<file path="src/rtl/ialu_pkg.sv">
// ----------------------------------------------------------------------------
// ialu_pkg: shared definitions for the integer ALU with GCD and LCM
// Widths, operation and status codes used by the interfaces, the ALU and
// its checker.
// ----------------------------------------------------------------------------
`default_nettype none

package ialu_pkg;

	// Number of low operand bits that take part; they are sign-extended from the top one.
	localparam int DATA_WIDTH = 32;
	// Fixed widths of the operand and result fields.
	localparam int OPND_W = 32;
	localparam int RES_W  = 64;
	// Step counter: counts up to RES_W - 1 for a wide division.
	localparam int CNT_W  = $clog2(RES_W);

	typedef enum logic [2:0] {
		OP_ADD = 3'd0,
		OP_SUB = 3'd1,
		OP_MUL = 3'd2,
		OP_DIV = 3'd3,
		OP_REM = 3'd4,
		OP_GCD = 3'd5,
		OP_LCM = 3'd6
	} op_t;

	typedef enum logic [1:0] {
		ST_OK   = 2'd0,
		ST_DIV0 = 2'd1,
		ST_OVF  = 2'd2
	} status_t;

endpackage

`default_nettype wire

</file>
<file path="src/rtl/ialu_if.sv">
// ----------------------------------------------------------------------------
// ialu_if: request and response channels of the integer ALU
// Valid/ready channels; a word moves at a clock edge where both are high.
// ----------------------------------------------------------------------------
`default_nettype none

interface ialu_req_if;
	logic                                    valid;
	logic                                    ready;
	logic [2:0]                              req_type;
	logic signed [ialu_pkg::OPND_W-1:0]      operand_a;
	logic signed [ialu_pkg::OPND_W-1:0]      operand_b;

	modport source (output valid, output req_type, output operand_a, output operand_b,
		input ready);
	modport sink (input valid, input req_type, input operand_a, input operand_b,
		output ready);
endinterface

interface ialu_rsp_if;
	logic                                    valid;
	logic                                    ready;
	logic signed [ialu_pkg::RES_W-1:0]       result_value;
	logic [1:0]                              status_code;

	modport source (output valid, output result_value, output status_code, input ready);
	modport sink (input valid, input result_value, input status_code, output ready);
endinterface

`default_nettype wire

</file>
<file path="src/rtl/integer_alu_with_gcd_lcm.sv">
// ----------------------------------------------------------------------------
// integer_alu_with_gcd_lcm: sequential integer ALU with GCD and LCM
// Flow: add/sub finish in dispatch; multiply runs one shift-add step per
// multiplier bit; divide/remainder takes both magnitudes, one restoring step
// per dividend bit and two sign fixes; GCD runs one such division per Euclid
// step; LCM multiplies, runs the GCD, then divides the wide product by it.
// One word is in work at a time; the shared adder and the step loop set the
// rate. The next request is taken the cycle after a result reaches the output
// register. A finished word waits there, so the next request is taken while it is stalled.
// Reset (arst_n low, asynchronous) returns the sequencer to idle and empties
// the output register; no other state survives between words.
// ----------------------------------------------------------------------------
`default_nettype none

module integer_alu_with_gcd_lcm (
	input  wire logic       clk,
	input  wire logic       arst_n,
	ialu_req_if.sink        req,
	ialu_rsp_if.source      rsp
);

	localparam int DW    = ialu_pkg::DATA_WIDTH;
	localparam int RW    = ialu_pkg::RES_W;
	localparam int CW    = ialu_pkg::CNT_W;

	// The sequencer. Every arithmetic step of every operation goes through one
	// 64-bit adder/subtractor; the states only choose what feeds it and where
	// its sum lands.
	typedef enum logic [9:0] {
		S_IDLE     = 10'b00_0000_0001,  // waiting for a request word
		S_DISPATCH = 10'b00_0000_0010,  // decode, add/sub, error checks
		S_MUL      = 10'b00_0000_0100,  // one shift-add step per cycle
		S_GTEST    = 10'b00_0000_1000,  // Euclid loop test
		S_ABSN     = 10'b00_0001_0000,  // magnitude of the dividend
		S_ABSD     = 10'b00_0010_0000,  // magnitude of the divisor
		S_ITER     = 10'b00_0100_0000,  // one restoring division step
		S_FIXQ     = 10'b00_1000_0000,  // sign of the quotient
		S_FIXR     = 10'b01_0000_0000,  // sign of the remainder
		S_FIN      = 10'b10_0000_0000   // hand the word to the output register
	} state_t;

	function automatic logic [RW-1:0] sext_dw(input logic [DW-1:0] v);
		return {{(RW-DW){v[DW-1]}}, v};
	endfunction

	function automatic logic [RW-1:0] zext_dw(input logic [DW-1:0] v);
		return {{(RW-DW){1'b0}}, v};
	endfunction

	state_t              state_q;
	logic                ovalid_q;

	// Request word, low DATA_WIDTH bits of each operand.
	ialu_pkg::op_t       op_q;
	logic [DW-1:0]       a_q;
	logic [DW-1:0]       b_q;

	// Multiplier: accumulator, shifted multiplicand, multiplier bits.
	logic [RW-1:0]       acc_q;
	logic [RW-1:0]       mc_q;
	logic [DW-1:0]       mb_q;

	// Euclid pair.
	logic [DW-1:0]       x_q;
	logic [DW-1:0]       y_q;

	// Divider: signed operands, dividend/quotient shift word, partial remainder,
	// divisor magnitude, operand signs and the quotient after its sign fix.
	logic [RW-1:0]       num_q;
	logic [DW-1:0]       den_q;
	logic                short_q;       // dividend is DW bits wide, else RW bits
	logic                lcm_fin_q;     // the final division of an LCM
	logic [RW-1:0]       dq_q;
	logic [DW-1:0]       rem_q;
	logic [DW-1:0]       dvs_q;
	logic                sn_q;
	logic                sd_q;
	logic [RW-1:0]       quo_q;

	logic [CW-1:0]       cnt_q;

	logic [RW-1:0]       work_res_q;
	ialu_pkg::status_t   work_st_q;
	logic [RW-1:0]       out_res_q;
	ialu_pkg::status_t   out_st_q;

	// Shared adder.
	logic [RW-1:0]       add_x;
	logic [RW-1:0]       add_y;
	logic                add_sub;
	logic [RW-1:0]       add_sum;

	logic                out_free;
	logic                req_fire;
	logic                mul_last;
	logic                div_last;
	logic                b_zero;
	logic                div_ovf;
	logic [DW:0]         trial;
	logic                trial_ge;
	logic [RW-1:0]       num_mag;
	logic [RW-1:0]       den_mag;
	logic [RW-1:0]       quo_mag;
	logic [RW-1:0]       rem_signed;

	assign req.ready    = (state_q == S_IDLE);
	assign req_fire     = req.valid && req.ready;
	assign out_free     = !ovalid_q || rsp.ready;

	assign rsp.valid        = ovalid_q;
	assign rsp.result_value = out_res_q;
	assign rsp.status_code  = out_st_q;

	assign mul_last = (cnt_q == CW'(DW - 1));
	assign div_last = short_q ? (cnt_q == CW'(DW - 1)) : (cnt_q == CW'(RW - 1));
	assign b_zero   = (b_q == '0);
	// Most negative value divided by minus one has no representable quotient.
	assign div_ovf  = (a_q == {1'b1, {(DW-1){1'b0}}}) && (b_q == '1);

	// Restoring division: bring down the next dividend bit and try the divisor.
	assign trial    = {rem_q, dq_q[RW-1]};
	assign trial_ge = !add_sum[RW-1];

	assign num_mag    = num_q[RW-1] ? add_sum : num_q;
	assign den_mag    = den_q[DW-1] ? add_sum : sext_dw(den_q);
	assign quo_mag    = short_q ? zext_dw(dq_q[DW-1:0]) : dq_q;
	assign rem_signed = sn_q ? add_sum : zext_dw(rem_q);

	always_comb begin
		add_x   = '0;
		add_y   = '0;
		add_sub = 1'b0;
		unique case (state_q)
			S_DISPATCH: begin
				add_x   = sext_dw(a_q);
				add_y   = sext_dw(b_q);
				add_sub = (op_q == ialu_pkg::OP_SUB);
			end
			S_MUL: begin
				// The top multiplier bit weighs negative in two's complement.
				add_x   = acc_q;
				add_y   = mb_q[0] ? mc_q : '0;
				add_sub = mb_q[0] && mul_last;
			end
			S_ABSN: begin
				add_y   = num_q;
				add_sub = 1'b1;
			end
			S_ABSD: begin
				add_y   = sext_dw(den_q);
				add_sub = 1'b1;
			end
			S_ITER: begin
				add_x   = {{(RW-DW-1){1'b0}}, trial};
				add_y   = zext_dw(dvs_q);
				add_sub = 1'b1;
			end
			S_FIXQ: begin
				add_y   = quo_mag;
				add_sub = 1'b1;
			end
			S_FIXR: begin
				add_y   = zext_dw(rem_q);
				add_sub = 1'b1;
			end
			default: begin
			end
		endcase
	end

	assign add_sum = add_x + (add_y ^ {RW{add_sub}}) + {{(RW-1){1'b0}}, add_sub};

	// Sequencer and output valid.
	always_ff @(posedge clk or negedge arst_n) begin
		if (!arst_n) begin
			state_q  <= S_IDLE;
			ovalid_q <= 1'b0;
		end else begin
			if (state_q == S_FIN && out_free) begin
				ovalid_q <= 1'b1;
			end else if (rsp.ready) begin
				ovalid_q <= 1'b0;
			end

			unique case (state_q)
				S_IDLE: begin
					if (req_fire) begin
						state_q <= S_DISPATCH;
					end
				end
				S_DISPATCH: begin
					case (op_q)
						ialu_pkg::OP_MUL, ialu_pkg::OP_LCM: state_q <= S_MUL;
						ialu_pkg::OP_DIV: state_q <= (b_zero || div_ovf) ? S_FIN : S_ABSN;
						ialu_pkg::OP_REM: state_q <= b_zero ? S_FIN : S_ABSN;
						ialu_pkg::OP_GCD: state_q <= S_GTEST;
						default:          state_q <= S_FIN;
					endcase
				end
				S_MUL: begin
					if (mul_last) begin
						state_q <= (op_q == ialu_pkg::OP_MUL) ? S_FIN : S_GTEST;
					end
				end
				S_GTEST: begin
					if (y_q != '0) begin
						state_q <= S_ABSN;
					end else if (op_q == ialu_pkg::OP_LCM && x_q != '0) begin
						state_q <= S_ABSN;
					end else begin
						state_q <= S_FIN;
					end
				end
				S_ABSN: state_q <= S_ABSD;
				S_ABSD: state_q <= S_ITER;
				S_ITER: begin
					if (div_last) begin
						state_q <= S_FIXQ;
					end
				end
				S_FIXQ: state_q <= S_FIXR;
				S_FIXR: begin
					if (op_q == ialu_pkg::OP_DIV || op_q == ialu_pkg::OP_REM || lcm_fin_q) begin
						state_q <= S_FIN;
					end else begin
						state_q <= S_GTEST;
					end
				end
				S_FIN: begin
					if (out_free) begin
						state_q <= S_IDLE;
					end
				end
				default: state_q <= S_IDLE;
			endcase
		end
	end

	// Datapath registers.
	always_ff @(posedge clk) begin
		unique case (state_q)
			S_IDLE: begin
				if (req_fire) begin
					op_q <= ialu_pkg::op_t'(req.req_type);
					a_q  <= req.operand_a[DW-1:0];
					b_q  <= req.operand_b[DW-1:0];
				end
			end
			S_DISPATCH: begin
				// Add/sub finish here with the sum, division errors with zero; everything else starts from zero.
				work_res_q <= (op_q == ialu_pkg::OP_ADD || op_q == ialu_pkg::OP_SUB) ?
					add_sum : '0;
				lcm_fin_q  <= 1'b0;
				num_q      <= sext_dw(a_q);
				den_q      <= b_q;
				short_q    <= 1'b1;
				acc_q      <= '0;
				mc_q       <= sext_dw(a_q);
				mb_q       <= b_q;
				cnt_q      <= '0;
				x_q        <= a_q;
				y_q        <= b_q;
				if (b_zero && (op_q == ialu_pkg::OP_DIV || op_q == ialu_pkg::OP_REM)) begin
					work_st_q <= ialu_pkg::ST_DIV0;
				end else if (div_ovf && op_q == ialu_pkg::OP_DIV) begin
					work_st_q <= ialu_pkg::ST_OVF;
				end else begin
					work_st_q <= ialu_pkg::ST_OK;
				end
			end
			S_MUL: begin
				acc_q <= add_sum;
				mc_q  <= {mc_q[RW-2:0], 1'b0};
				mb_q  <= {1'b0, mb_q[DW-1:1]};
				cnt_q <= cnt_q + 1'b1;
				if (mul_last && op_q == ialu_pkg::OP_MUL) begin
					work_res_q <= add_sum;
				end
			end
			S_GTEST: begin
				if (y_q != '0) begin
					num_q   <= sext_dw(x_q);
					den_q   <= y_q;
					short_q <= 1'b1;
				end else if (op_q == ialu_pkg::OP_GCD) begin
					work_res_q <= sext_dw(x_q);
				end else if (x_q == '0) begin
					work_st_q <= ialu_pkg::ST_DIV0;
				end else begin
					// LCM: full-width product divided by the divisor just found.
					num_q     <= acc_q;
					den_q     <= x_q;
					short_q   <= 1'b0;
					lcm_fin_q <= 1'b1;
				end
			end
			S_ABSN: begin
				sn_q  <= num_q[RW-1];
				dq_q  <= short_q ? {num_mag[DW-1:0], {(RW-DW){1'b0}}} : num_mag;
				rem_q <= '0;
				cnt_q <= '0;
			end
			S_ABSD: begin
				sd_q  <= den_q[DW-1];
				dvs_q <= den_mag[DW-1:0];
			end
			S_ITER: begin
				rem_q <= trial_ge ? add_sum[DW-1:0] : trial[DW-1:0];
				dq_q  <= {dq_q[RW-2:0], trial_ge};
				cnt_q <= cnt_q + 1'b1;
			end
			S_FIXQ: begin
				quo_q <= (sn_q ^ sd_q) ? add_sum : quo_mag;
			end
			S_FIXR: begin
				if (op_q == ialu_pkg::OP_DIV || lcm_fin_q) begin
					work_res_q <= quo_q;
				end else if (op_q == ialu_pkg::OP_REM) begin
					work_res_q <= rem_signed;
				end else begin
					x_q <= y_q;
					y_q <= rem_signed[DW-1:0];
				end
			end
			S_FIN: begin
				if (out_free) begin
					out_res_q <= work_res_q;
					out_st_q  <= work_st_q;
				end
			end
			default: begin
			end
		endcase
	end

endmodule

`default_nettype wire

</file>
<file path="src/flat_wrapper.sv">
// flat-port wrapper written by rule: the top's interface ports become plain ports
module integer_alu_with_gcd_lcm_flat 
  (clk, arst_n, req_valid, req_req_type, req_operand_a, req_operand_b, req_ready, rsp_valid, rsp_result_value, rsp_status_code, rsp_ready);
  ialu_req_if req_i ();
  ialu_rsp_if rsp_i ();
  input  wire logic clk;
  input  wire logic arst_n;
  input wire logic [$bits(req_i.valid)-1:0] req_valid;
  input wire logic [$bits(req_i.req_type)-1:0] req_req_type;
  input wire logic [$bits(req_i.operand_a)-1:0] req_operand_a;
  input wire logic [$bits(req_i.operand_b)-1:0] req_operand_b;
  output wire logic [$bits(req_i.ready)-1:0] req_ready;
  output wire logic [$bits(rsp_i.valid)-1:0] rsp_valid;
  output wire logic [$bits(rsp_i.result_value)-1:0] rsp_result_value;
  output wire logic [$bits(rsp_i.status_code)-1:0] rsp_status_code;
  input wire logic [$bits(rsp_i.ready)-1:0] rsp_ready;
  assign req_i.valid = req_valid;
  assign req_i.req_type = req_req_type;
  assign req_i.operand_a = req_operand_a;
  assign req_i.operand_b = req_operand_b;
  assign req_ready = req_i.ready;
  assign rsp_valid = rsp_i.valid;
  assign rsp_result_value = rsp_i.result_value;
  assign rsp_status_code = rsp_i.status_code;
  assign rsp_i.ready = rsp_ready;
  integer_alu_with_gcd_lcm u_core (.clk(clk), .arst_n(arst_n), .req(req_i), .rsp(rsp_i));
endmodule
</file>
<file path="config.mk">
export PLATFORM = sky130hd
export DESIGN_NAME = integer_alu_with_gcd_lcm_flat
export DESIGN_NICKNAME = d
export VERILOG_FILES = /design/src/rtl/ialu_pkg.sv /design/src/rtl/ialu_if.sv /design/src/rtl/integer_alu_with_gcd_lcm.sv /design/src/flat_wrapper.sv
export SDC_FILE = /design/constraint.sdc
export NUM_CORES = 2
export LEC_CHECK = 0
export ABC_CLOCK_PERIOD_IN_PS = 11300
export BUFFER_PORTS_ARGS = -buffer_cell sky130_fd_sc_hd__buf_4
export CORE_MARGIN = 2
export CORE_UTILIZATION = 40
export CTS_CLUSTER_DIAMETER = 60
export DETAILED_ROUTE_END_ITERATION = 10
export HOLD_SLACK_MARGIN = 0.02
export PLACE_DENSITY = 0.59
export SLEW_MARGIN = 20
export SYNTH_ARGS = -nofsm -noshare
export SYNTH_HDL_FRONTEND = slang
export SYNTH_SLANG_ARGS = --single-unit
</file>
<file path="constraint.sdc">
create_clock -name clk -period 11.3 [get_ports clk]
set_clock_uncertainty 0.15 [all_clocks]
set_input_delay 1.695 -clock clk [delete_from_list [all_inputs] [get_ports clk]]
set_output_delay 1.695 -clock clk [all_outputs]
set_load 0.05 [all_outputs]
</file>
# == Word-level counts from Yosys, hierarchy flattened ==
# Index checks and enable logic that the tools add are counted.
# totals
ff_bits,732
latchBits,0
ram_bits,0
romBits,0
in_bits,71
output_inout_bits,68
word_cells,173
memories,0
# classes
addsub,3
n_mul,0
div,0
magnitude_cmp,0
n_eq_ne,35
shifts,0
mux,67
bitwise,2
reduce_logical,40
# ops
operator,n
two-way mux 64 bit,15
one-hot mux 64 bit (2 select lines),4
one-hot mux 64 bit (7 select lines),1
one-hot mux 32 bit (2 select lines),5
two-way mux 32 bit,8
one-hot mux 64 bit (4 select lines),1
one-hot mux 64 bit (3 select lines),1
two-way mux 10 bit,10
one-hot mux 10 bit (10 select lines),1
adder 64 x 1 -> 64 bit,1
adder 64 bit,1
"equality test 32 bit, second input constant",2
zero test 32 bit,2
nonzero test 32 bit,2
bitwise XOR 64 bit,1
one-hot mux 10 bit (4 select lines),1
two-way mux 31 bit,1
"inequality test 2 x 1 -> 1 bit, second input constant",6
"inequality test 2 bit, second input constant",6
one-hot mux 6 bit (2 select lines),1
AND reduction 4 bit,3
nonzero test 2 bit,6
"equality test 10 x 1 -> 1 bit, second input constant",1
"equality test 10 bit, second input constant",1
32 further kinds,66

# == Longest topological paths before layout ==
# logic_depth
ltp_word,10
mapped_depth,23

# == Worst setup path after synthesis ==
# Ideal clock, no wire load.
# synth_path
path_type,register to register
from,register u_core.state_q[6]
to,register u_core.dq_q[56] (data pin)
arrival_time_ns,8.123
required_time_ns,10.894
path_slack_ns,2.771
path_stages_with_launch,21
path_buffers,3
period_less_slack_ns,8.529
path_cell_list,dfrtp_1 buf_6 nor4_1 and3_1 nand3b_1 nand2_1 nand2_1 clkbuf_1 mux2i_1 ha_1 clkbuf_1 a21o_1 a21o_1 a21oi_1 o21ai_0 a21o_1 a31oi_1 a21boi_0 or2_2 a311o_1 a22o_1
# synth_via
elab_chain_cells,9
# synth_lines
element,line_no,text
from (decl),integer_alu_with_gcd_lcm.sv:50,state_t state_q;
from (signal assigned),integer_alu_with_gcd_lcm.sv:194,ialu_pkg::OP_DIV: state_q <= (b_zero || div_ovf) ? S_FIN : S_ABSN;
from (signal assigned),integer_alu_with_gcd_lcm.sv:195,ialu_pkg::OP_REM: state_q <= b_zero ? S_FIN : S_ABSN;
from (signal assigned),integer_alu_with_gcd_lcm.sv:202,state_q <= (op_q == ialu_pkg::OP_MUL) ? S_FIN : S_GTEST;
equality test 10 x 6 -> 1 bit (tied with other cells),integer_alu_with_gcd_lcm.sv:133,unique case (state_q)
OR reduction 5 bit (no line),n/a,
one-hot mux 1 bit (3 select lines),integer_alu_with_gcd_lcm.sv:133,
bitwise XOR 64 bit,integer_alu_with_gcd_lcm.sv:171,"assign add_sum = add_x + (add_y ^ {RW{add_sub}}) + {{(RW-1){1'b0}}, add_sub};"
adder 64 bit,integer_alu_with_gcd_lcm.sv:171,
adder 64 x 1 -> 64 bit,integer_alu_with_gcd_lcm.sv:171,
two-way mux 64 bit,integer_alu_with_gcd_lcm.sv:124,assign num_mag = num_q[RW-1] ? add_sum : num_q;
two-way mux 64 bit,integer_alu_with_gcd_lcm.sv:299,"dq_q <= short_q ? {num_mag[DW-1:0], {(RW-DW){1'b0}}} : num_mag;"
one-hot mux 64 bit (2 select lines) (*),integer_alu_with_gcd_lcm.sv:241,unique case (state_q)
to (signal assigned),integer_alu_with_gcd_lcm.sv:299,
to (signal assigned),integer_alu_with_gcd_lcm.sv:309,"dq_q <= {dq_q[RW-2:0], trial_ge};"
to (decl),integer_alu_with_gcd_lcm.sv:73,logic [RW-1:0] dq_q;
# Every way passes the cells marked *; elsewhere a longest branch is shown, timed or not.
# A chain may end at the register's enable or synchronous reset.

# == Final worst setup path ==
# layout_path
from,register u_core.state_q[8]
to,register u_core.work_res_q[58] (data pin)
# layout_via
elab_chain_cells,10
# layout_lines
element,line_no,text
equality test 10 x 6 -> 1 bit (tied with other cells),integer_alu_with_gcd_lcm.sv:133,
OR reduction 5 bit (no line),n/a,
one-hot mux 1 bit (3 select lines),integer_alu_with_gcd_lcm.sv:133,
bitwise XOR 64 bit,integer_alu_with_gcd_lcm.sv:171,
adder 64 bit,integer_alu_with_gcd_lcm.sv:171,
adder 64 x 1 -> 64 bit,integer_alu_with_gcd_lcm.sv:171,
two-way mux 64 bit,integer_alu_with_gcd_lcm.sv:127,assign rem_signed = sn_q ? add_sum : zext_dw(rem_q);
two-way mux 64 bit,integer_alu_with_gcd_lcm.sv:318,end else if (op_q == ialu_pkg::OP_REM) begin
two-way mux 64 bit,integer_alu_with_gcd_lcm.sv:316,if (op_q == ialu_pkg::OP_DIV || lcm_fin_q) begin
one-hot mux 64 bit (4 select lines) (*),integer_alu_with_gcd_lcm.sv:241,
to (signal assigned),integer_alu_with_gcd_lcm.sv:251,work_res_q <= (op_q == ialu_pkg::OP_ADD || op_q == ialu_pkg::OP_SUB) ?
to (signal assigned),integer_alu_with_gcd_lcm.sv:317,work_res_q <= quo_q;
to (signal assigned),integer_alu_with_gcd_lcm.sv:319,work_res_q <= rem_signed;
to (decl),integer_alu_with_gcd_lcm.sv:82,logic [RW-1:0] work_res_q;
# Every way passes the cells marked *; elsewhere a longest branch is shown, timed or not. The select of a mux whose other input is x is not followed.

==> metrics.txt <==
Tightest Hold Check Type=flip-flop to flip-flop; die boundary height=316 microns; Layout fillers=8,964; final worst path period share=0.712; achievable clock frequency=124 MHz; wire length per cell after detailed routing=30.2 microns; antenna violation net count after detailed routing=0; maximum number of pins on one net before global-route repair=85; max-capacitance violation count=0; Gate Count Post-Synth=3,679; quantity of gates resized following cts=0; violations in the final reports=DRC; number of enable flip-flop cells after synthesis=721; Die Width=316 microns; number of setup buffers added after CTS=0; Least-Margin Pin Slew=1.23 ns; GRT Util Overall=0.303; Netlist Area Pre-Place=0.0389 sq mm; clock transition time at the flip-flop clock pins of the worst setup and hold paths=0.06 ns; routed via count=32,500; share of synthesized area occupied by flip-flops and latches=0.563; Synthesized Nets=3,814; CP arrival=8.21 ns; most common cell in the netlist=sky130_fd_sc_hd__edfxtp_1; number of search-and-repair iterations in the first detailed-routing pass=11; clock tree from TritonCTS=built; Die Outline Area=0.0999 sq mm; proportion of synthesized flip-flops having asynchronous set or reset=0.0150; worst ir drop on vdd=0.128 mV; Remaining Overflow, GRT=0; least setup slack across all paths after layout=3.25 ns; TritonCTS Buffers=93; Synth Register Bits=732; number of top-level pins=139; H-tree levels=3; Total Wirelength=154,000 microns; Setup Viol. Count Final=0; total clock sinks=732; cell chosen for the clock root=sky130_fd_sc_hd__clkbuf_16; leading area contributor after synthesis=sky130_fd_sc_hd__edfxtp_1; IO buf count=138; most area-consuming cells after synthesis=sky130_fd_sc_hd__edfxtp_1 56%, sky130_fd_sc_hd__nand2_1 6.6%, sky130_fd_sc_hd__o21ai_0 3.8%; highest fanout seen on the critical path=64; Iter 0 DRT Violations=5,161; top-area cell type share of the netlist area=0.556; final total power=0.00874 W; cts-stage hold buffer count=0; routability congestion estimate=0.994; CP max-delay cell=sky130_fd_sc_hd__and3_4; Leak=16.8 nW; NumNets Final=3,860; type of origin of the critical path=flip-flop; worst setup timing slack at the placement stage=3.57 ns; per-instance average area after synthesis=10.6 sq um; DRC violations left=2; global-route wire length before repair=220,000 microns; critical path data required time=11.47 ns; Relative slew margins=0.172; number of distinct library cells after synthesis=86; post-route minimum period=8.05 ns; Cell Pwr Density=196 mW/mm^2; Cell Rows=114; status=finished with violations; kind of end point of the critical path=flip-flop; vias in the first global route=30,200; dominant register cell in the synthesized netlist=sky130_fd_sc_hd__edfxtp_1; Max clock buf depth=3; Synth top cells by count=721 x sky130_fd_sc_hd__edfxtp_1, 689 x sky130_fd_sc_hd__nand2_1, 296 x sky130_fd_sc_hd__o21ai_0; Area growth, synth to finish=14.2%; crit path kind=flip-flop to flip-flop; number of antenna violations at the first check in global routing=10; effective utilization at floorplan=0.403; worst-skew pair later-pin latency=0.70 ns; Synthesis Warnings=0; layout cells sized above 1=0.123; Largest stage delay, worst path=0.91 ns; RSZ-0062 raised after global routing=false; worst-path cell chain=or4_4, nor3_1, and3_4, buf_4, a22o_1, a21oi_1, a21boi_0, fa_1, a21o_1, a221oi_1, nor3_1, o211ai_1, a211o_1, a21o_1, and2_1, o311a_1, a311oi_1, o21ai_0; half-perimeter wire length of the detailed placement result=103,000 microns; Final Max Slew Viols=0; via density per instance=6.39; final hold violation count=0; core area=0.0966 sq mm; final-layout setup total negative slack=0 ns
==> state kept, by name, indices dropped and copies added (netlist names), 32 cells and up <==
signal / flops
u_core.a_q: 32
u_core.acc_q: 64
u_core.b_q: 32
u_core.den_q: 32
u_core.dq_q: 64
u_core.dvs_q: 32
u_core.mb_q: 32
u_core.mc_q: 64
u_core.num_q: 64
u_core.quo_q: 64
u_core.rem_q: 32
u_core.rsp.result_value: 64
u_core.work_res_q: 64
u_core.x_q: 32
u_core.y_q: 32
==> critical path: cells and delay by family, from the launching register on <==
family                   cells  cell delay [ns]
AO/OA/AOI/OAI               11             3.36
flip-flops                   1             0.45
AND/OR/NAND/NOR              5             2.67
adder cells (fa/ha/maj)      1             0.29
buffers and inverters        1             0.71
==> where the power goes <==
part	leakage (nW)	total [W]	internal (W)	switching [W]
Clock	1.50	0.00304	0.00176	0.00128
Combinational	8.55	0.00188	0.000555	0.00133
Sequential	6.76	0.00381	0.00348	0.000338
Total	16.8	0.00874	0.00579	0.00295
==> cell families (layout without fill, tap and decap cells) <==
group                      Yosys count  count (layout)  synth area share
and+or+nand+nor                   1246            1246             0.143
adders and majority gates           64              64            0.0208
AOI/OAI and AO/OA                 1064            1064             0.179
xor gates and xnor gates            90              90            0.0202
other                                0               2                 0
muxes                              156             156            0.0416
buffers and inverters              327             451            0.0317
DFF                                732             732             0.563
==> final timing paths <==
check | endpoint | from | cells past startpoint | slack [ns]
max in group asynchronous | u_core.state_q[0] | arst_n | 1 | 10.07
max reg2reg | u_core.work_res_q[58] | u_core.state_q[8] | 18 | 3.25
min | u_core.rsp.result_value[2] | u_core.work_res_q[2] | 0 | 0.26
min in group asynchronous | u_core.state_q[3] | arst_n | 1 | 0.69
max | u_core.work_res_q[58] | u_core.state_q[8] | 18 | 3.25
min reg2reg | u_core.rsp.result_value[2] | u_core.work_res_q[2] | 0 | 0.26
==> per-layer routing <==
metal	wire [microns]	GRT usage	vias up
met4	6460	0.122	8
met2	64100	0.432	2160
li1	-	-	14000
met3	19300	0.0861	294
met5	182	0.00994	-
met1	63600	0.433	16000
==> final cells by class <==
cell class	count	area, sq um	area share
Inverter	60	225	0.00506
Timing Repair Buffer	218	1640	0.0368
Clock buffer	105	2400	0.0540
Tap cell	1276	1600	0.0359
Clock inverter	68	703	0.0158
Multi-Input combinational cell	2620	16000	0.359
Antenna cell	2	5.00	0.000113
Sequential cell	732	21900	0.493
==> metrics by stage <==
step	util	std cells	cell area, sq um	hold WS (ns)
2_1_floorplan	-	3679	38900	0.250
3_3_place_gp	0.428	4906	41400	0.253
3_5_place_dp	0.428	4906	41400	0.255
4_1_cts	0.461	5079	44500	0.266
5_1_grt	0.461	5079	44500	0.271
6_report	0.461	5081	44500	0.259
==> cells in the final DEF, fill, tap and decap left out, types with 46 or more instances in the layout <==
| cell type | netlist | routed |
|---|---|---|
| sky130_fd_sc_hd__nand3_1 | 136 | 134 |
| sky130_fd_sc_hd__edfxtp_1 | 721 | 721 |
| sky130_fd_sc_hd__mux2i_1 | 117 | 117 |
| sky130_fd_sc_hd__ha_1 | 63 | 63 |
| sky130_fd_sc_hd__a222oi_1 | 86 | 86 |
| sky130_fd_sc_hd__a21o_1 | 138 | 138 |
| sky130_fd_sc_hd__clkbuf_16 | 0 | 94 |
| sky130_fd_sc_hd__a22oi_1 | 66 | 65 |
| sky130_fd_sc_hd__a21oi_1 | 261 | 259 |
| sky130_fd_sc_hd__nand2_1 | 689 | 687 |
| sky130_fd_sc_hd__xnor2_1 | 47 | 46 |
| sky130_fd_sc_hd__buf_4 | 0 | 218 |
| sky130_fd_sc_hd__inv_1 | 58 | 58 |
| sky130_fd_sc_hd__nor2_1 | 163 | 156 |
| sky130_fd_sc_hd__o21ai_0 | 296 | 295 |
Power figures use the tool's default switching activity.
